File: src/sv/lfm_pkg.sv
// Shared types, codes and the fixed state table of the line-follow motor controller.
// Used by lfm_step and line_follow_motor_fsm; depends on nothing else.
package lfm_pkg;

    localparam int STATE_W = 4;
    localparam int COUNT_W = 10;
    localparam int DUTY_W  = 13;
    localparam int DIR_W   = 2;
    localparam int DWELL_W = 10;
    localparam int CODE_W  = 2;
    localparam int CFG_IDX_W = 2;

    localparam logic [STATE_W-1:0] ST_CENTER     = 4'd0;
    localparam logic [STATE_W-1:0] ST_RECOV_R    = 4'd9;
    localparam logic [STATE_W-1:0] ST_RECOV_L    = 4'd10;
    localparam logic [STATE_W-1:0] ST_SHORT_STOP = 4'd12;
    localparam logic [STATE_W-1:0] ST_STOP       = 4'd13;
    localparam logic [STATE_W-1:0] ST_LAST       = 4'd13;

    localparam logic [COUNT_W-1:0] RIGHT_LIMIT_RESET = 10'd600;
    localparam logic [COUNT_W-1:0] LEFT_LIMIT_RESET  = 10'd900;

    localparam logic [CFG_IDX_W-1:0] CFG_RIGHT_LIMIT = 2'd0;
    localparam logic [CFG_IDX_W-1:0] CFG_LEFT_LIMIT  = 2'd1;

    typedef enum logic [1:0] {
        REQ_STEP       = 2'd0,
        REQ_STOP       = 2'd1,
        REQ_SHORT_STOP = 2'd2,
        REQ_UNUSED     = 2'd3
    } req_type_t;

    typedef logic [3:0][STATE_W-1:0] next_row_t;

    typedef struct packed {
        logic [DUTY_W-1:0]  duty_right;
        logic [DUTY_W-1:0]  duty_left;
        logic [DIR_W-1:0]   drive_dir;
        logic [DWELL_W-1:0] dwell_ms;
        logic               recov;
        next_row_t          next;
    } row_t;

    typedef struct packed {
        logic [STATE_W-1:0] new_state;
        logic [DIR_W-1:0]   drive_dir;
        logic [DUTY_W-1:0]  duty_right;
        logic [DUTY_W-1:0]  duty_left;
        logic [DWELL_W-1:0] dwell_ms;
    } result_t;

    typedef struct packed {
        logic               emit;
        logic [STATE_W-1:0] state;
        logic [COUNT_W-1:0] count;
        result_t            res;
    } step_out_t;

    // Next-state columns listed in sensor code order, code 0 first.
    function automatic next_row_t nx(input logic [STATE_W-1:0] n0, input logic [STATE_W-1:0] n1,
                                     input logic [STATE_W-1:0] n2,
                                     input logic [STATE_W-1:0] n3);
        return {n3, n2, n1, n0};
    endfunction

    // Codes above the last state read as the center state.
    function automatic row_t lfm_row(input logic [STATE_W-1:0] st);
        row_t r;
        unique case (st)
            4'd1:    r = '{13'd4750, 13'd6750, 2'd2, 10'd50,  1'b0, nx(4'd5, 4'd2, 4'd3, 4'd0)};
            4'd2:    r = '{13'd1500, 13'd1500, 2'd1, 10'd10,  1'b0, nx(4'd5, 4'd1, 4'd3, 4'd0)};
            4'd3:    r = '{13'd4750, 13'd6750, 2'd3, 10'd50,  1'b0, nx(4'd6, 4'd1, 4'd4, 4'd0)};
            4'd4:    r = '{13'd1500, 13'd1500, 2'd1, 10'd10,  1'b0, nx(4'd6, 4'd1, 4'd3, 4'd0)};
            4'd5:    r = '{13'd5000, 13'd7500, 2'd2, 10'd10,  1'b0, nx(4'd7, 4'd7, 4'd7, 4'd7)};
            4'd6:    r = '{13'd7500, 13'd5000, 2'd3, 10'd10,  1'b0, nx(4'd8, 4'd8, 4'd8, 4'd8)};
            4'd7:    r = '{13'd3500, 13'd2000, 2'd1, 10'd10,  1'b0, nx(4'd9, 4'd1, 4'd3, 4'd0)};
            4'd8:    r = '{13'd2000, 13'd3500, 2'd1, 10'd10,  1'b0, nx(4'd9, 4'd1, 4'd3, 4'd0)};
            4'd9:    r = '{13'd0,    13'd2000, 2'd1, 10'd5,   1'b1, nx(4'd9, 4'd1, 4'd3, 4'd0)};
            4'd10:   r = '{13'd2000, 13'd0,    2'd1, 10'd5,   1'b1,
                           nx(4'd10, 4'd1, 4'd3, 4'd0)};
            4'd11:   r = '{13'd3000, 13'd3000, 2'd2, 10'd650, 1'b0, nx(4'd0, 4'd0, 4'd0, 4'd0)};
            4'd12:   r = '{13'd0,    13'd0,    2'd1, 10'd10,  1'b0,
                           nx(4'd11, 4'd11, 4'd11, 4'd11)};
            4'd13:   r = '{13'd0,    13'd0,    2'd1, 10'd100, 1'b0,
                           nx(4'd13, 4'd13, 4'd13, 4'd13)};
            default: r = '{13'd3000, 13'd3000, 2'd1, 10'd15,  1'b0, nx(4'd3, 4'd1, 4'd3, 4'd0)};
        endcase
        return r;
    endfunction

endpackage

File: src/sv/lfm_step.sv
// Transition logic of the line-follow motor controller: table lookup, recovery
// counter and timeout override for one request. Depends on lfm_pkg.
module lfm_step
    import lfm_pkg::*;
(
    input  req_type_t          req,
    input  logic [CODE_W-1:0]  sensor_code,
    input  logic [STATE_W-1:0] cur_state,
    input  logic [COUNT_W-1:0] cur_count,
    input  logic [COUNT_W-1:0] right_limit,
    input  logic [COUNT_W-1:0] left_limit,
    output step_out_t          step
);

    row_t               cur_row;
    row_t               ent_row;
    logic [STATE_W-1:0] entered;
    logic [COUNT_W-1:0] bumped;

    assign cur_row = lfm_row(cur_state);
    assign entered = cur_row.next[sensor_code];
    assign ent_row = lfm_row(entered);
    assign bumped  = ent_row.recov ? cur_count + 1'b1 : '0;

    always_comb begin
        step = '0;
        step.state = cur_state;
        step.count = cur_count;
        step.res.drive_dir  = ent_row.drive_dir;
        step.res.duty_right = ent_row.duty_right;
        step.res.duty_left  = ent_row.duty_left;
        step.res.dwell_ms   = ent_row.dwell_ms;
        unique case (req)
            REQ_STEP: begin
                step.emit  = 1'b1;
                step.state = entered;
                step.count = bumped;
                // The timeout swaps the state but the motor fields stay those
                // of the table state that was entered.
                if (entered == ST_RECOV_R && bumped == right_limit) begin
                    step.count = '0;
                    step.state = ST_RECOV_L;
                end else if (entered == ST_RECOV_L && bumped == left_limit) begin
                    step.count = '0;
                    step.state = ST_STOP;
                end
            end
            REQ_STOP:       step.state = ST_STOP;
            REQ_SHORT_STOP: step.state = ST_SHORT_STOP;
            REQ_UNUSED:     step.state = cur_state;
        endcase
        step.res.new_state = step.state;
    end

endmodule

File: src/sv/line_follow_motor_fsm.sv
// Top level of the line-follow motor controller: input register, state and limit
// registers, result register. Depends on lfm_pkg and lfm_step.
//
// Usage. Requests arrive as beats on the s_ channel: s_tuser carries the
// request type and s_tdata the two-bit sensor code. A sensor step produces
// one result beat on the m_ channel with the new state and the motor command
// (direction, right and left duty, dwell in milliseconds) of the entered
// table state. Force-stop and short-stop requests, and the unused request
// code, change the state as required and produce no result beat.
// The cfg channel writes the two recovery limits (index 0 right, index 1
// left); it is always ready and should only be used while the block is idle.
// A step accepted into the input register passes through the transition logic into the
// result register, from which the receiver takes it on m_.
// Throughput: one request per cycle while the receiver takes the results, set by the loop
// through the state register, the table lookup and the recovery counter compare.
// Reset (aresetn low, synchronous) returns to the center state, clears the
// recovery count, restores the limits to 600 and 900 and empties both the
// input and the result registers.
// When the receiver stalls, the result register holds its beat and the input
// register keeps one more request, after which s_tready drops; force requests
// still drain from the input register since they produce no result.
module line_follow_motor_fsm
    import lfm_pkg::*;
(
    input  logic                 aclk,
    input  logic                 aresetn,
    // Request channel.
    input  logic                 s_tvalid,
    output logic                 s_tready,
    input  logic [7:0]           s_tdata,   // [1:0] sensor_code, [7:2] zero
    input  logic [1:0]           s_tuser,   // [1:0] req_type
    // Result channel.
    output logic                 m_tvalid,
    input  logic                 m_tready,
    output logic [47:0]          m_tdata,   // [3:0] new_state, [5:4] drive_dir,
                                            // [18:6] duty_right, [31:19] duty_left,
                                            // [41:32] dwell_ms, [47:42] zero
    // Configuration write channel.
    input  logic                 cfg_valid,
    output logic                 cfg_ready,
    input  logic [CFG_IDX_W-1:0] cfg_index,
    input  logic [COUNT_W-1:0]   cfg_data
);

    // Input register: one request waiting for the transition logic.
    logic               in_valid_reg, in_valid_next;
    req_type_t          in_req_reg;
    logic [CODE_W-1:0]  in_code_reg;

    // Machine state and configuration.
    logic [STATE_W-1:0] state_reg, state_next;
    logic [COUNT_W-1:0] count_reg, count_next;
    logic [COUNT_W-1:0] right_limit_reg, right_limit_next;
    logic [COUNT_W-1:0] left_limit_reg, left_limit_next;

    // Result register.
    logic               out_valid_reg, out_valid_next;
    result_t            out_res_reg;

    step_out_t          step;
    logic               out_free;
    logic               proc_fire;

    lfm_step u_step (
        .req         (in_req_reg),
        .sensor_code (in_code_reg),
        .cur_state   (state_reg),
        .cur_count   (count_reg),
        .right_limit (right_limit_reg),
        .left_limit  (left_limit_reg),
        .step        (step)
    );

    // The result slot is free when empty or being emptied on this edge. A
    // request with no result never waits on it.
    assign out_free  = !out_valid_reg || m_tready;
    assign proc_fire = in_valid_reg && (!step.emit || out_free);
    assign s_tready  = !in_valid_reg || proc_fire;
    assign cfg_ready = 1'b1;

    always_comb begin
        in_valid_next    = in_valid_reg;
        state_next       = state_reg;
        count_next       = count_reg;
        out_valid_next   = out_valid_reg;
        right_limit_next = right_limit_reg;
        left_limit_next  = left_limit_reg;

        if (out_valid_reg && m_tready) begin
            out_valid_next = 1'b0;
        end
        if (proc_fire) begin
            state_next    = step.state;
            count_next    = step.count;
            in_valid_next = 1'b0;
            if (step.emit) begin
                out_valid_next = 1'b1;
            end
        end
        if (s_tvalid && s_tready) begin
            in_valid_next = 1'b1;
        end

        // Indexes beyond the two limits are accepted and dropped.
        if (cfg_valid && cfg_ready) begin
            if (cfg_index == CFG_RIGHT_LIMIT) begin
                right_limit_next = cfg_data;
            end else if (cfg_index == CFG_LEFT_LIMIT) begin
                left_limit_next = cfg_data;
            end
        end
    end

    always_ff @(posedge aclk) begin
        if (!aresetn) begin
            in_valid_reg    <= 1'b0;
            out_valid_reg   <= 1'b0;
            state_reg       <= ST_CENTER;
            count_reg       <= '0;
            right_limit_reg <= RIGHT_LIMIT_RESET;
            left_limit_reg  <= LEFT_LIMIT_RESET;
        end else begin
            in_valid_reg    <= in_valid_next;
            out_valid_reg   <= out_valid_next;
            state_reg       <= state_next;
            count_reg       <= count_next;
            right_limit_reg <= right_limit_next;
            left_limit_reg  <= left_limit_next;
        end
    end

    // Payload registers load without reset.
    always_ff @(posedge aclk) begin
        if (s_tvalid && s_tready) begin
            in_req_reg  <= req_type_t'(s_tuser);
            in_code_reg <= s_tdata[CODE_W-1:0];
        end
        if (proc_fire && step.emit) begin
            out_res_reg <= step.res;
        end
    end

    assign m_tvalid = out_valid_reg;
    assign m_tdata  = {6'd0, out_res_reg.dwell_ms, out_res_reg.duty_left,
                       out_res_reg.duty_right, out_res_reg.drive_dir, out_res_reg.new_state};

    // The machine never leaves the fourteen table states.
    a_state_range: assert property (@(posedge aclk) disable iff (!aresetn)
        state_reg <= ST_LAST)
        else $error("state register outside the table");

    // A delivered beat reports the state the machine now holds, unless a
    // later request has already moved it.
    a_result_state: assert property (@(posedge aclk) disable iff (!aresetn)
        proc_fire && step.emit |=> m_tvalid && out_res_reg.new_state == state_reg)
        else $error("result beat does not match the new state");

    // A force-stop request lands in the stop state and emits nothing.
    a_force_stop: assert property (@(posedge aclk) disable iff (!aresetn)
        proc_fire && in_req_reg == REQ_STOP |=> state_reg == ST_STOP
            && $stable(count_reg))
        else $error("force stop did not reach the stop state");

    // A step never overwrites a result beat that is still waiting.
    a_no_overwrite: assert property (@(posedge aclk) disable iff (!aresetn)
        proc_fire && step.emit |-> !out_valid_reg || m_tready)
        else $error("result beat overwritten while stalled");

endmodule

File: config.mk
export PLATFORM = sky130hd
export DESIGN_NAME = line_follow_motor_fsm
export DESIGN_NICKNAME = d
export VERILOG_FILES = /design/src/sv/lfm_pkg.sv /design/src/sv/lfm_step.sv /design/src/sv/line_follow_motor_fsm.sv
export SDC_FILE = /design/constraint.sdc
export NUM_CORES = 1
export LEC_CHECK = 0
export ABC_CLOCK_PERIOD_IN_PS = 5800
export BUFFER_PORTS_ARGS = -buffer_cell sky130_fd_sc_hd__buf_2
export CAP_MARGIN = 20
export CELL_PAD_IN_SITES_DETAIL_PLACEMENT = 0
export CELL_PAD_IN_SITES_GLOBAL_PLACEMENT = 2
export CORE_MARGIN = 4
export CORE_UTILIZATION = 35
export DETAILED_ROUTE_END_ITERATION = 8
export PLACE_DENSITY_LB_ADDON = 0.1
export RECOVER_POWER = 100
export SLEW_MARGIN = 5
export SYNTH_ARGS = -nofsm -noshare
export SYNTH_HDL_FRONTEND = slang
export SYNTH_SLANG_ARGS = --single-unit
File: constraint.sdc
create_clock -name aclk -period 5.8 [get_ports aclk]
set_input_delay 0.87 -clock aclk [delete_from_list [all_inputs] [get_ports aclk]]
set_output_delay 0.87 -clock aclk [all_outputs]
set_load 0.02 [all_outputs]
* Word-level counts from Yosys, hierarchy flattened
Memories as Yosys holds them, arrays and structs flattened. A register that Yosys moved wholly into a read port is not among the register bits.
Cells that the tools add are included.
** Storage, ports and cells
- Register bits :: 82
- Memory bits (read-only) :: 1664
- Bits of input ports :: 27
- Output and inout bits :: 51
- Word-level logic and storage cells :: 58
- Memories kept :: 2
** Cells by class
- Add/sub/neg operators :: 1
- $lt $le $gt $ge :: 1
- Equal/unequal tests :: 8
- Multiplexer cells :: 14
- Bitwise logic cells :: 1
- Reduce and logical (&&, ||, !) cells :: 18
** Memory list
- (name not given) :: depth 16, bits a word 52, rd ports 1, clocked after memory_dff 0, write ports 0, line lfm_pkg.sv:69 : unique case (st)
- (name not given) :: depth 16, bits a word 52, rd ports 1, clocked after memory_dff 1, write ports 0, line lfm_pkg.sv:69
** Operator list (count)
- 2-to-1 mux 14 bit :: 2
- == test 10 bit :: 2
- one-hot mux 4 bit (4 select lines) :: 1
- 2-to-1 mux 4 bit :: 3
- adder 10 x 1 -> 10 bit (second input constant) :: 1
- 2-to-1 mux 10 bit :: 1
- binary-select mux 4 bit (select 2 bit) :: 1
- == test 4 bit (second input constant) :: 2
- logical AND 1 bit :: 6
- 2-to-1 mux 1 bit :: 6
- == test 2 x 1 -> 1 bit (second input constant) :: 2
- == test 2 bit (second input constant) :: 2
- zero test 2 bit :: 2
- AND reduction 2 bit :: 2
- zero test 1 bit :: 3
- logical OR 1 bit :: 3
- less-than comparator 2 x 3 -> 1 bit (second input constant) :: 1
- AND reduction 3 bit :: 1
- nonzero test 2 bit :: 1
- inverter 1 bit :: 1

* Logic depth before layout (Yosys ltp)
An unclocked memory read counts as a cell.
- Depth after elaboration :: 11
- Gate-level depth with buffers :: 17
- Depth with buffers taken out :: 16

* Cells and area by module
From an unflattened synthesis, not the netlist that was laid out.
** Second synthesis, totals
- Cells, all modules :: 567
- Area total of the unflattened synthesis :: 5201.2 um^2
** Modules (own cells, without submodules)
- line_follow_motor_fsm :: times used 1, cells an instance 214, area each 2851.5 um^2, seq. area each 2102.0 um^2
- lfm_step :: times used 1, cells an instance 353, area each 2349.8 um^2, seq. area each 0.0 um^2

* Worst setup path before layout
Ideal clock, no wire load.
- Path kind :: register to register
- Start point :: reg in_code_reg[0]
- End point :: reg u_step.cur_row[3] (netlist name)
- Setup time :: 81 ps
- Arrival :: 4219 ps
- Required time :: 5719 ps
- Setup slack :: 1500 ps
- Stages on the path, launching flop included :: 16
- Path buffers :: 1
- Clock period less this slack :: 4300 ps
- Path through :: edfxtp_1 buf_2 mux4_2 inv_1 ha_1 and2_1 a21o_1 a311o_1 a32o_1 a211oi_2 a21oi_2 a211oi_1 nor2_1 ha_1 mux2_1 a211oi_2
** On the way
- Cells in the longest elaborated chain, start to end :: 11
- Elaborated cells between the ends (all ways) :: 15
- Classes of those cells :: eq/ne: 4; mux: 8; reduce/logical: 2; memory: 1
** Ends and longest elaborated chain
- start: declaration :: line line_follow_motor_fsm.sv:48 : logic [CODE_W-1:0] in_code_reg;
- start signal: assignment :: line line_follow_motor_fsm.sv:136 : in_code_reg <= s_tdata[CODE_W-1:0];
- binary-select mux 4 bit (select 2 bit) (*) :: line lfm_step.sv:21 : assign entered = cur_row.next[sensor_code];
- 2-to-1 mux 4 bit (implied by the code) (*) :: line lfm_step.sv:21
- memory read (16 x 52 bit)
- 2-to-1 mux 10 bit :: line lfm_step.sv:23 : assign bumped = ent_row.recov ? cur_count + 1'b1 : '0;
- == test 10 bit :: line lfm_step.sv:43 : end else if (entered == ST_RECOV_L && bumped == left_limit) begin
- logical AND 1 bit :: line lfm_step.sv:43
- 2-to-1 mux 14 bit :: line lfm_step.sv:43
- 2-to-1 mux 14 bit (*) :: line lfm_step.sv:40 : if (entered == ST_RECOV_R && bumped == right_limit) begin
- one-hot mux 4 bit (4 select lines) (*) :: line lfm_step.sv:33 : unique case (req)
- 2-to-1 mux 4 bit (no source line) (*) (2 in a row)
Every way passes the cells marked *; elsewhere a longest branch is shown, timed or not. The select of a mux whose other input is x is not followed.
A chain may end at the register's enable or synchronous reset.

* Worst setup path after layout
- Start point :: reg in_code_reg[0]
- End point :: reg u_step.cur_row[3] (netlist name)
** On the way
- Cells in the longest elaborated chain, start to end :: 11
- Elaborated cells between the ends (all ways) :: 15
- Classes of those cells :: eq/ne: 4; mux: 8; reduce/logical: 2; memory: 1
** Ends and longest elaborated chain (line)
- binary-select mux 4 bit (select 2 bit) (*) :: lfm_step.sv:21
- 2-to-1 mux 4 bit (implied by the code) (*) :: lfm_step.sv:21
- memory read (16 x 52 bit)
- 2-to-1 mux 10 bit :: lfm_step.sv:23
- == test 10 bit :: lfm_step.sv:43
- logical AND 1 bit :: lfm_step.sv:43
- 2-to-1 mux 14 bit :: lfm_step.sv:43
- 2-to-1 mux 14 bit (*) :: lfm_step.sv:40
- one-hot mux 4 bit (4 select lines) (*) :: lfm_step.sv:33
- 2-to-1 mux 4 bit (no source line) (*) (2 in a row)
Marked as above.

==> impl_metrics.tcl <==
set metrics [dict create \
    cts_resized 0 \
    ys_ff_latch 88 \
    fp.coreArea_mm2 0.0132 \
    hold_buffers 0 \
    reg2reg_slack_ns 0.60 \
    cts-root-buf "clkbuf_16" \
    pwr-share-seq_pct 48.0 \
    combPwrFrac_pct 12.4 \
    final-setup-viol-count 0 \
    grt_setup_unrepaired "no" \
    path_clk_slew_ns 0.06 \
    die_h_um 124 \
    avgSynthCellArea_um2 9.15 \
    hold_path_depth 2 \
    gr-total-overflow 0 \
    wl_per_cell_um 16.3 \
    p_int_mw 1.07 \
    syn_inst 512 \
    tns_ns 0 \
    cts.path.max_buffers 2 \
    drive_gt1_share_pct 10.1 \
    crit_chain "mux4_2 -> inv_1 -> ha_1 -> and2_0 -> a21oi_1 -> nand3b_1 -> a32o_1 -> a211oi_2 -> a21oi_1 -> a211oi_1 -> nor2_1 -> ha_1 -> mux2_1 -> a211oi_1" \
    period_share_pct 89.7 \
    area_growth_pct 13.9 \
    synth-edff-count 39 \
    synthTopCellsByCount "nand2_1, a21oi_1, dfxtp_1, nor2_1, edfxtp_1" \
    grt_antenna_before_repair 0 \
    path_delay_family "compound AO/OA/AOI/OAI gates" \
    hpwl_um 9180 \
    clock_latency_ns 0.35 \
    rows 42 \
    status "finished, final reports clean" \
    io_buffers 61 \
    dp.cells 736 \
    wl_um 12300 \
    tritoncts "done" \
    largest_register_ffs 35 \
    clkSinkCount 88 \
    finalNetCount 614 \
    grt_start_max_net_pins 26 \
    numCtsBuffers 9 \
    ir_drop_mv 0.114 \
    cp-start-kind "register" \
    io_pins 78 \
    synth_flop_cell "dfxtp_1" \
    vias 3835 \
    critPathMaxStageDelay_ns 0.62 \
    hold-path-endpoint "right_limit_reg[2]$_SDFFE_PN0P_" \
    yosys_warnings 0 \
    reg2regPathDepth 14 \
    min_period_ns 5.20 \
    crit_slowest_cell "edfxtp_1" \
    initial_core_util_pct 35.5 \
    drv_cap 0 \
    post_synth_num_cell_types 67 \
    instances_no_fill 752 \
    syn_area_mm2 0.00468 \
    clkPwrFrac_pct 39.6 \
    drt_iter0_drc 180 \
    hp-start "right_limit_reg[2]$_SDFFE_PN0P_" \
    crit_type "reg2reg" \
    cp.required_ns 6.05 \
    first_pass_iters 4 \
    drc 0 \
    detail-route-antenna-nets 0 \
    ys_top_cells_by_area "edfxtp_1, dfxtp_1, nand2_1" \
    die_x_um 124 \
    p_sw_mw 0.366 \
    netlist.area_leader.share_pct 25.0 \
    place_congestion 0.836 \
    end_kind "register" \
    cp_max_fo 10 \
    yosysTopAreaCell "edfxtp_1" \
    path_buf_inv 1 \
    powerDensity_mw_per_mm2 268 \
    postCtsSetupBuffers 0 \
    finalHoldViolCount 0 \
    ys_seq_area_share_pct 45.9 \
    relSlewSlack_pct 16.0 \
    routed_via_density 5.10 \
    power.share.switching_pct 25.5 \
    dieArea_mm2 0.0153 \
    critPathArrivalTime_ns 5.45 \
    worstMarginPinSlew_ns 1.26 \
    final_max_slew_viol_count 0 \
    fmax_mhz 192 \
    finalClockSkew_ns 0.00805 \
    async_flop_share_pct 0 \
    grt_use_total_pct 17.0 \
    ctsHtreeMaxLevel 3 \
    antennaDiodeCount 0 \
    fillerInstances 1377 \
    fin_util_pct 40.5 \
    leakage_nw 1.99 \
    grt_pass1_vias 3737 \
    timing.rr.end "u_step.cur_row[3]$_DFF_P_" \
    hold_path.class "reg2reg" \
    crit-reg2reg-launch "in_code_reg[0]$_DFFE_PP_" \
    yosysMostFrequentCell "nand2_1" \
    grt_pass1_wl_um 19600 \
]
-- area by class of cell --
type | instances | area [um^2] | share of cell area (%)
inverters | 16 | 60.1 | 1.13
well taps | 176 | 220 | 4.13
clock inverters | 5 | 56.3 | 1.06
clock buffers | 11 | 233 | 4.36
repair buffers | 71 | 303 | 5.67
multi-input cells | 385 | 2310 | 43.3
flip-flops and latches | 88 | 2150 | 40.3
-- metrics by stage --
step           total power [mW]  hold WS (ns)  area, um^2  worst slack (ns)
4_1_cts                    1.46         0.472        5420             0.620
2_1_floorplan             0.830         0.436        4710              1.50
5_1_grt                    1.51         0.501        5340             0.159
6_report                   1.43         0.469        5340             0.596
3_5_place_dp              0.884         0.464        5130             0.636
3_3_place_gp              0.884         0.451        5130             0.660
-- layout by cell type (no fill, tap or decap), drive strengths merged, types with 3 or more instances in the layout --
cell type | Yosys | routed
nand3b | 4 | 4
nor2 | 46 | 46
inv | 14 | 15
nand4 | 5 | 5
clkinv | 2 | 4
conb | 2 | 10
a211oi | 7 | 7
o21a | 3 | 3
nor3 | 7 | 7
buf | 19 | 21
o21ai | 25 | 25
xor2 | 4 | 4
a2bb2oi | 4 | 4
nand2 | 90 | 90
ha | 16 | 16
nand3 | 24 | 24
a21oi | 51 | 51
clkbuf | 12 | 61
and3 | 3 | 3
edfxtp | 39 | 39
xnor2 | 6 | 6
or3 | 4 | 4
nand2b | 8 | 8
dfxtp | 49 | 49
or2 | 5 | 5
o22ai | 3 | 3
mux2 | 5 | 5
and2 | 5 | 5
nor4 | 3 | 3
o211ai | 3 | 3
o211a | 3 | 3
a21o | 7 | 7
-- power groups by stage --
stage                     logic [mW]  clock network [mW]  registers (mW)
after floorplan                0.128                   0           0.701
after global placement         0.184                   0           0.700
after detailed placement       0.183                   0           0.701
after CTS                      0.184               0.585           0.687
after global routing           0.200               0.616           0.690
final                          0.178               0.567           0.687
-- worst reg2reg max path, delay by kind of cell (launching register included) --
family | cells | cell delay [ns]
compound gates | 6 | 2.10
mux | 2 | 0.89
fa+ha+maj | 2 | 0.70
flops | 1 | 0.62
simple gates | 3 | 0.58
buf+inv | 1 | 0.22
-- kinds of logic after synthesis --
kind of cell	Yosys count	share of synthesized area (%)
XOR/XNOR	10	1.87
buffers and inverters	47	5.15
flip-flops	88	45.9
adder cells (fa/ha/maj)	16	4.27
other	2	0.160
multiplexers	9	2.59
AND/OR/NAND/NOR	215	22.4
AO/OA/AOI/OAI	125	17.7
-- layer usage --
metal	part of all wire (%)	vias up	GRT usage, %
met4	3.2	0	9.07
met3	4.6	23	2.82
met2	42	90	24.0
met1	50	1808	24.8
met5	0	-	0
li1	-	1914	-
-- worst max-delay path by stage --
stage / to / startpoint / slack (ns) / cells past startpoint
after global routing: u_step.cur_row[3]$_DFF_P_ / in_code_reg[0]$_DFFE_PP_ / 0.16 / 14
after floorplan: u_step.cur_row[3]$_DFF_P_ / in_code_reg[0]$_DFFE_PP_ / 1.50 / 15
final: u_step.cur_row[3]$_DFF_P_ / in_code_reg[0]$_DFFE_PP_ / 0.60 / 14
after global placement: u_step.cur_row[1]$_DFF_P_ / in_code_reg[0]$_DFFE_PP_ / 0.66 / 15
after CTS: u_step.cur_row[1]$_DFF_P_ / in_code_reg[0]$_DFFE_PP_ / 0.62 / 15
after detailed placement: u_step.cur_row[1]$_DFF_P_ / in_code_reg[0]$_DFFE_PP_ / 0.64 / 15
(Power assumes the default switching activity.)
